## config.mk

```make
export PLATFORM = sky130hd
export DESIGN_NAME = atan2_polynomial_approx_top
export DESIGN_NICKNAME = d
export VERILOG_FILES = /design/src/rtl/atan2_pkg.sv /design/src/rtl/atan2_div_cell.sv /design/src/rtl/atan2_poly.sv /design/src/rtl/atan2_polynomial_approx_top.sv
export SDC_FILE = /design/constraint.sdc
export NUM_CORES = 2
export LEC_CHECK = 0
export ABC_AREA = 1
export BUFFER_PORTS_ARGS = -buffer_cell sky130_fd_sc_hd__buf_2
export CORE_MARGIN = 2
export CORE_UTILIZATION = 45
export CTS_CLUSTER_SIZE = 28
export DETAILED_ROUTE_END_ITERATION = 16
export SETUP_SLACK_MARGIN = 0.4
export SYNTH_ARGS = -nofsm -noshare
export SYNTH_HDL_FRONTEND = slang
export SYNTH_SLANG_ARGS = --single-unit
```

## constraint.sdc

```tcl
create_clock -name clk -period 34.7 [get_ports clk]
set_input_delay 1.735 -clock clk [delete_from_list [all_inputs] [get_ports clk]]
set_output_delay 1.735 -clock clk [all_outputs]
set_load 0.01 [all_outputs]
```

## src/rtl/atan2_pkg.sv

```systemverilog
// ----------------------------------------------------------------------------
// atan2 package
// widths, coefficients and sideband type shared by the atan2 pipeline
// ----------------------------------------------------------------------------
package atan2_pkg;

  localparam int COORD_WIDTH     = 16;
  localparam int ANGLE_FRAC_BITS = 13;
  localparam int ANGLE_WIDTH     = ANGLE_FRAC_BITS + 3;
  localparam int INNER_FRAC      = 16;

  localparam int MAG_W  = COORD_WIDTH;
  localparam int QUO_W  = INNER_FRAC + 1;
  localparam int COEF_W = INNER_FRAC;
  localparam int R_W    = INNER_FRAC + 2;

  localparam int IN_DATA_W  = ((2 * COORD_WIDTH + 7) / 8) * 8;
  localparam int OUT_DATA_W = ((ANGLE_WIDTH + 7) / 8) * 8;

  localparam logic [COEF_W-1:0] K_C3      = COEF_W'(3047);
  localparam logic [COEF_W-1:0] K_C2      = COEF_W'(10441);
  localparam logic [COEF_W-1:0] K_C1      = COEF_W'(21471);
  localparam logic [R_W-1:0]    K_HALF_PI = R_W'(102944);
  localparam logic [R_W-1:0]    K_PI      = R_W'(205887);

  localparam int SH_UP = (ANGLE_FRAC_BITS >= INNER_FRAC) ? ANGLE_FRAC_BITS - INNER_FRAC : 0;
  localparam int SH_DN = (ANGLE_FRAC_BITS < INNER_FRAC) ? INNER_FRAC - ANGLE_FRAC_BITS : 1;
  localparam int EXT_W = R_W + 1 + SH_UP;
  localparam logic [EXT_W-1:0] ROUND_K = EXT_W'(1) << (SH_DN - 1);

  typedef struct packed {
    logic zero;
    logic swap;
    logic xneg;
    logic yneg;
  } side_t;

endpackage

```

## src/rtl/atan2_div_cell.sv

```systemverilog
// ----------------------------------------------------------------------------
// atan2 divider cell
// one restoring-division step: produces one quotient bit per cell
// ----------------------------------------------------------------------------
module atan2_div_cell (
  input  logic                          clk,
  input  logic                          rst,
  input  logic                          en,
  input  logic                          in_valid,
  input  logic [atan2_pkg::MAG_W-1:0]   rem_in,
  input  logic                          bit_in,
  input  logic [atan2_pkg::MAG_W-1:0]   div_in,
  input  logic [atan2_pkg::QUO_W-1:0]   quo_in,
  input  atan2_pkg::side_t              side_in,
  output logic                          out_valid,
  output logic [atan2_pkg::MAG_W-1:0]   rem_out,
  output logic [atan2_pkg::MAG_W-1:0]   div_out,
  output logic [atan2_pkg::QUO_W-1:0]   quo_out,
  output atan2_pkg::side_t              side_out
);

  logic [atan2_pkg::MAG_W:0]   trial;
  logic [atan2_pkg::MAG_W:0]   diff;
  logic                        ge;
  logic [atan2_pkg::MAG_W-1:0] rem_next;

  always_comb begin
    trial    = {rem_in, bit_in};
    diff     = trial - {1'b0, div_in};
    ge       = (trial >= {1'b0, div_in});
    rem_next = ge ? diff[atan2_pkg::MAG_W-1:0] : trial[atan2_pkg::MAG_W-1:0];
  end

  always_ff @(posedge clk) begin
    if (rst) begin
      out_valid <= 1'b0;
    end else if (en) begin
      out_valid <= in_valid;
    end
  end

  always_ff @(posedge clk) begin
    if (en) begin
      rem_out  <= rem_next;
      div_out  <= div_in;
      quo_out  <= {quo_in[atan2_pkg::QUO_W-2:0], ge};
      side_out <= side_in;
    end
  end

endmodule

```

## src/rtl/atan2_poly.sv

```systemverilog
// ----------------------------------------------------------------------------
// atan2 polynomial and fold
// odd minimax polynomial on the ratio, octant fold, output scaling and sign
// ----------------------------------------------------------------------------
module atan2_poly (
  input  logic                              clk,
  input  logic                              rst,
  input  logic                              en,
  input  logic                              in_valid,
  input  logic [atan2_pkg::QUO_W-1:0]       a_in,
  input  atan2_pkg::side_t                  side_in,
  output logic                              out_valid,
  output logic [atan2_pkg::ANGLE_WIDTH-1:0] angle
);

  localparam int QW = atan2_pkg::QUO_W;
  localparam int CW = atan2_pkg::COEF_W;
  localparam int RW = atan2_pkg::R_W;
  localparam int IF = atan2_pkg::INNER_FRAC;

  logic [6:0] v;

  // stage 1: s = a*a
  logic [QW-1:0]          a1, s1;
  atan2_pkg::side_t       sd1;
  // stage 2: t1
  logic [QW-1:0]          a2, s2;
  logic [CW-1:0]          t2;
  atan2_pkg::side_t       sd2;
  // stage 3: q
  logic [QW-1:0]          a3, s3;
  logic [CW-1:0]          q3;
  atan2_pkg::side_t       sd3;
  // stage 4: u = q*s
  logic [QW-1:0]          a4;
  logic [CW-1:0]          u4;
  atan2_pkg::side_t       sd4;
  // stage 5: r
  logic [RW-1:0]          r5;
  atan2_pkg::side_t       sd5;
  // stage 6: folded r
  logic [RW-1:0]          r6;
  atan2_pkg::side_t       sd6;

  logic [2*QW-1:0]        p_ss;
  logic [CW+QW-1:0]       p_cs;
  logic [CW+QW-1:0]       p_ts;
  logic [CW+QW-1:0]       p_qs;
  logic [CW+QW-1:0]       p_ua;
  logic [RW-1:0]          f_half;
  logic [RW-1:0]          f_pi;
  logic [atan2_pkg::EXT_W-1:0]       r_ext;
  logic [atan2_pkg::EXT_W-1:0]       scaled;
  logic [atan2_pkg::ANGLE_WIDTH-1:0] mag_out;
  logic [atan2_pkg::ANGLE_WIDTH-1:0] angle_next;

  always_comb begin
    p_ss   = a_in * a_in;
    p_cs   = atan2_pkg::K_C3 * s1;
    p_ts   = t2 * s2;
    p_qs   = q3 * s3;
    p_ua   = u4 * a4;
    f_half = sd5.swap ? (atan2_pkg::K_HALF_PI - r5) : r5;
    f_pi   = sd5.xneg ? (atan2_pkg::K_PI - f_half) : f_half;
    r_ext  = atan2_pkg::EXT_W'(r6);
    if (atan2_pkg::ANGLE_FRAC_BITS >= IF) begin
      scaled = r_ext << atan2_pkg::SH_UP;
    end else begin
      scaled = (r_ext + atan2_pkg::ROUND_K) >> atan2_pkg::SH_DN;
    end
    mag_out = atan2_pkg::ANGLE_WIDTH'(scaled);
    if (sd6.zero) begin
      angle_next = '0;
    end else if (sd6.yneg) begin
      angle_next = '0 - mag_out;
    end else begin
      angle_next = mag_out;
    end
  end

  always_ff @(posedge clk) begin
    if (rst) begin
      v <= '0;
    end else if (en) begin
      v <= {v[5:0], in_valid};
    end
  end

  always_ff @(posedge clk) begin
    if (en) begin
      a1  <= a_in;
      s1  <= p_ss[IF +: QW];
      sd1 <= side_in;

      a2  <= a1;
      s2  <= s1;
      t2  <= atan2_pkg::K_C2 - CW'(p_cs[CW+QW-1:IF]);
      sd2 <= sd1;

      a3  <= a2;
      s3  <= s2;
      q3  <= atan2_pkg::K_C1 - CW'(p_ts[CW+QW-1:IF]);
      sd3 <= sd2;

      a4  <= a3;
      u4  <= CW'(p_qs[CW+QW-1:IF]);
      sd4 <= sd3;

      r5  <= RW'(a4) - RW'(p_ua[CW+QW-1:IF]);
      sd5 <= sd4;

      r6  <= f_pi;
      sd6 <= sd5;

      angle <= angle_next;
    end
  end

  assign out_valid = v[6];

endmodule

```

## src/rtl/atan2_polynomial_approx_top.sv

```systemverilog
// ----------------------------------------------------------------------------
// atan2 polynomial approximation
// four-quadrant arctangent of a signed vector, signed Q3.13 radians out
// ----------------------------------------------------------------------------
// usage
//   slave side takes one (y, x) vector per transfer on s_tdata; master side
//   returns one angle per transfer on m_tdata, in order, one for each input
//   from input transfer to output valid an item passes the magnitude and
//   min/max registers, 17 divider cells (one quotient bit each), five
//   multiplier stages for the polynomial, one fold and one output register
//   throughput, unless the receiver stalls, is one transfer per cycle, set by
//   the cell chain and registered multipliers, each taking an item every cycle
//   all stages move together on one enable; s_tready is high whenever the
//   output register is empty or being taken in the same cycle
//   when the receiver stalls with a result held, the whole pipeline holds and
//   s_tready drops; nothing is lost or repeated
//   the zero vector gives angle 0
//   reset (rst, synchronous) empties the pipeline; partly computed items are
//   dropped and m_tvalid goes low
// ----------------------------------------------------------------------------
module atan2_polynomial_approx_top (
  input  logic                             clk,
  input  logic                             rst,
  input  logic                             s_tvalid,
  output logic                             s_tready,
  input  logic [atan2_pkg::IN_DATA_W-1:0]  s_tdata,  // y_coord, x_coord
  output logic                             m_tvalid,
  input  logic                             m_tready,
  output logic [atan2_pkg::OUT_DATA_W-1:0] m_tdata   // angle
);

  localparam int W  = atan2_pkg::COORD_WIDTH;
  localparam int MW = atan2_pkg::MAG_W;
  localparam int QW = atan2_pkg::QUO_W;

  logic en;

  logic [W-1:0]  y_coord, x_coord;
  logic [MW-1:0] ay_next, ax_next;

  logic          va, yneg_a, xneg_a;
  logic [MW-1:0] ay_a, ax_a;

  logic              vb;
  logic [MW-1:0]     mn_b, mx_b;
  atan2_pkg::side_t  side_b;

  logic             cv    [0:QW];
  logic [MW-1:0]    crem  [0:QW];
  logic [MW-1:0]    cdiv  [0:QW];
  logic [QW-1:0]    cquo  [0:QW];
  atan2_pkg::side_t cside [0:QW];

  logic                             poly_valid;
  logic [atan2_pkg::ANGLE_WIDTH-1:0] angle;

  assign en       = !m_tvalid || m_tready;
  assign s_tready = en;

  assign y_coord = s_tdata[W-1:0];
  assign x_coord = s_tdata[2*W-1:W];

  always_comb begin
    ay_next = y_coord[W-1] ? MW'(~y_coord + 1'b1) : MW'(y_coord);
    ax_next = x_coord[W-1] ? MW'(~x_coord + 1'b1) : MW'(x_coord);
  end

  always_ff @(posedge clk) begin
    if (rst) begin
      va <= 1'b0;
      vb <= 1'b0;
    end else if (en) begin
      va <= s_tvalid;
      vb <= va;
    end
  end

  always_ff @(posedge clk) begin
    if (en) begin
      ay_a   <= ay_next;
      ax_a   <= ax_next;
      yneg_a <= y_coord[W-1];
      xneg_a <= x_coord[W-1];

      mn_b        <= (ax_a > ay_a) ? ay_a : ax_a;
      mx_b        <= (ax_a > ay_a) ? ax_a : ay_a;
      side_b.zero <= (ax_a == '0) && (ay_a == '0);
      side_b.swap <= (ay_a > ax_a);
      side_b.xneg <= xneg_a;
      side_b.yneg <= yneg_a;
    end
  end

  assign cv[0]    = vb;
  assign crem[0]  = mn_b >> 1;
  assign cdiv[0]  = mx_b;
  assign cquo[0]  = '0;
  assign cside[0] = side_b;

  for (genvar i = 0; i < QW; i++) begin : g_cell
    logic bit_in;
    if (i == 0) begin : g_first
      assign bit_in = mn_b[0];
    end else begin : g_rest
      assign bit_in = 1'b0;
    end

    atan2_div_cell u_cell (
      .clk       (clk),
      .rst       (rst),
      .en        (en),
      .in_valid  (cv[i]),
      .rem_in    (crem[i]),
      .bit_in    (bit_in),
      .div_in    (cdiv[i]),
      .quo_in    (cquo[i]),
      .side_in   (cside[i]),
      .out_valid (cv[i+1]),
      .rem_out   (crem[i+1]),
      .div_out   (cdiv[i+1]),
      .quo_out   (cquo[i+1]),
      .side_out  (cside[i+1])
    );
  end

  atan2_poly u_poly (
    .clk       (clk),
    .rst       (rst),
    .en        (en),
    .in_valid  (cv[QW]),
    .a_in      (cquo[QW]),
    .side_in   (cside[QW]),
    .out_valid (poly_valid),
    .angle     (angle)
  );

  assign m_tvalid = poly_valid;
  assign m_tdata  = atan2_pkg::OUT_DATA_W'(angle);

endmodule

```

==> results.py <==
metrics = {
    "die": {
        "rows": 164,
        "dieArea_um2": 204500,
        "dieHeight_um": 452.3,
        "start_util_pct": 45.29,
        "io-pin-count": 54,
        "die_w_um": 452.3,
        "core_region_area_um2": 199700,
    },
    "placed_design": {
        "dp_slack_ns": 26.79,
        "io_buffer_count": 53,
        "gp_congestion": 0.8893,
        "hpwl_mm": 153.2,
    },
    "worst_setup_path": {
        "max_stage_delay_ns": 0.90,
        "cp-start-kind": "flop",
        "endpoint_kind": "flop",
        "criticalPathCategory": "reg -> reg",
        "required_ns": 35.18,
        "cpMostUsedCell": "inv_1",
        "cp_slowest_cell": "edfxtp_1",
        "crit_fanout": 17,
        "arrival_ns": 8.36,
    },
    "cts": {
        "cts_resized": 0,
        "cts_buffers": 121,
        "postCtsSetupBuffers": 0,
        "cts_num_sinks": 1066,
        "clockBufferDepth": 3,
        "cts_tree": "done",
        "cts.clk_slew.worst_paths_ns": 0.07,
        "insertion_delay_ns": 0.76,
        "htree_levels": 3,
        "cts_root_buf": "clkbuf_16",
        "cts.hold.buffers_added": 0,
    },
    "synth": {
        "syn_inst": 9710,
        "synthesis.area_um2": 90420,
        "synth_fp_nets": 11437,
        "ys_ff_latch": 1066,
        "postSynthAreaPerCell_um2": 9.312,
        "ys_warn_count": 0,
        "async_flop_share_pct": 0,
        "ys_types": 66,
        "synth-seq-area-share_pct": 35.11,
        "ys.flop_type": "edfxtp_1",
        "synth_edf_count": 1040,
    },
    "final_layout": {
        "fin_nets": 11372,
        "num-fill-cells": 18340,
        "syn_to_final_growth_pct": 7.455,
        "final_cell_mix": "nand2_1, inv_1, edfxtp_1, fa_1, ha_1",
        "seqCellArea_um2": 31750,
        "drive_gt1_share_pct": 3.938,
        "antenna_cells": 0,
        "multi_input_area_um2": 49200,
        "final_common_cell": "nand2_1",
    },
    "timing": {
        "hold_viol_final": 0,
        "period_share_pct": 22.70,
        "fin_setup_tns_ns": 0,
        "layout_setup_ws_ns": 26.82,
        "slew_headroom_pct": 30.13,
        "holdWs_ns": 0.3918,
        "final-max-slew-violation-count": 0,
        "post-route-min-period_ns": 7.877,
        "fmax_mhz": 127.0,
        "rsz0062_at_grt": "no",
        "finalClockSkew_ns": 0.03926,
        "worst_pin_slew_ns": 1.048,
        "setup-violations-final": 0,
    },
    "grt": {
        "grtUsageTotal_pct": 19.57,
        "gr-total-overflow": 0,
        "grt_max_degree": 193,
        "first_global_vias": 65264,
        "antenna_found_initial": 0,
        "grt_pass1_wl_mm": 326.5,
    },
    "drt": {
        "wl_per_cell_um": 15.73,
        "dr.pass1.iters": 5,
        "first_iter_violations": 3749,
        "avgViaCountPerCell": 4.990,
        "ant_nets": 0,
        "drt-total-wl_mm": 195.2,
        "via_count": 61919,
        "drc_errors": 0,
    },
    "status": {
        "status": "finished, final reports clean",
    },
    "flow_run": {
        "max_cap_violations": 0,
    },
    "hold_path": {
        "hp-class": "reg -> reg",
    },
}
[synthesized netlist by cell type, types with 11 or more instances]
library cell	n	area [um2]
o21bai_1	12	90.09
ha_1	808	10110
a21oi_1	454	2272
fa_1	883	17680
nand2_2	19	118.9
a31oi_1	23	143.9
dfxtp_1	26	520.5
clkbuf_1	226	848.3
nand3b_1	12	90.09
buf_6	11	123.9
nor4_1	33	206.5
buf_2	25	125.1
nand2_1	2222	8341
nand3_1	230	1151
o21ai_1	96	480.5
xnor2_1	172	1506
nor2_1	357	1340
nand4_1	47	294.0
a21o_1	45	337.8
o21ai_2	20	175.2
o21a_1	37	277.8
edfxtp_1	1040	31230
xor2_1	181	1585
o21ai_0	306	1531
nand3_2	11	110.1
nor3_1	69	345.3
inv_1	2199	8254
a21boi_0	15	112.6
or2_2	11	68.82
[worst max-delay path: cells and delay by family (launching register included)]
family                     cells  cell delay (ns)
buffers and inverters          8             0.50
adders and majority gates      9             3.95
DFF                            1             0.90
xor gates and xnor gates       2             0.32
and+or+nand+nor                7             0.72
AOI/OAI and AO/OA              6             1.20
[kinds of logic (layout without fill, tap and decap cells)]
family | count (synthesis) | after routing | share of synthesized area [%]
simple gates | 3038 | 3038 | 13.59
fa+ha+maj | 1691 | 1691 | 30.73
flops | 1066 | 1066 | 35.11
compound gates | 1076 | 1076 | 6.651
xor+xnor | 354 | 354 | 3.437
buf+inv | 2485 | 2527 | 10.47
[through the flow]
step | instance area, um2 | instances | utilization [%]
floorplan | 90420 | 9710 | -
global route | 97170 | 12408 | 48.67
finish | 97170 | 12408 | 48.67
CTS | 97170 | 12408 | 48.67
global placement | 93120 | 12178 | 46.64
detailed placement | 93120 | 12178 | 46.64
[flip-flops by register name (all words and copies together), names as in the netlist, 17 cells and up]
| name | flops |
|---|---|
| g_cell.u_cell.div_out | 256 |
| g_cell.u_cell.out_valid | 17 |
| g_cell.u_cell.quo_out | 153 |
| g_cell.u_cell.rem_out | 256 |
| g_cell.u_cell.side_out | 68 |
| u_poly.a1 | 17 |
| u_poly.a2 | 17 |
| u_poly.a3 | 17 |
| u_poly.a4 | 17 |
| u_poly.r5 | 18 |
| u_poly.s1 | 17 |
| u_poly.s2 | 17 |
| u_poly.s3 | 17 |
[final timing paths]
check	startpoint	to	slack, ns	cells past startpoint
worst min-delay path	g_cell[15].u_cell.quo_out[8]	g_cell[16].u_cell.quo_out[9]	0.39	0
worst max register to register	u_poly.a4[7]	u_poly.r5[14]	26.82	32
worst min register to register	g_cell[15].u_cell.quo_out[8]	g_cell[16].u_cell.quo_out[9]	0.39	0
worst max-delay path	u_poly.a4[7]	u_poly.r5[14]	26.82	32
[area by class of cell]
cell class / instances / area share, %
Multi-Input combinational cell: 6159 / 50.64
Tap cell: 2656 / 3.420
Inverter: 2212 / 8.553
Timing Repair Buffer: 85 / 0.5460
Clock inverter: 92 / 0.9606
Clock buffer: 138 / 3.204
Sequential cell: 1066 / 32.68
[layer usage]
layer / share of wire [%] / wire, um / global-route usage [%]
met1: 43 / 84860 / 25.15
met2: 50 / 96930 / 34.63
met3: 4.2 / 8134 / 2.316
met4: 2.7 / 5310 / 5.565
met5: 0 / 0 / 0
Power is not shown: default switching activity piles up to over one toggle a cycle in this logic, so the estimate is an artifact.
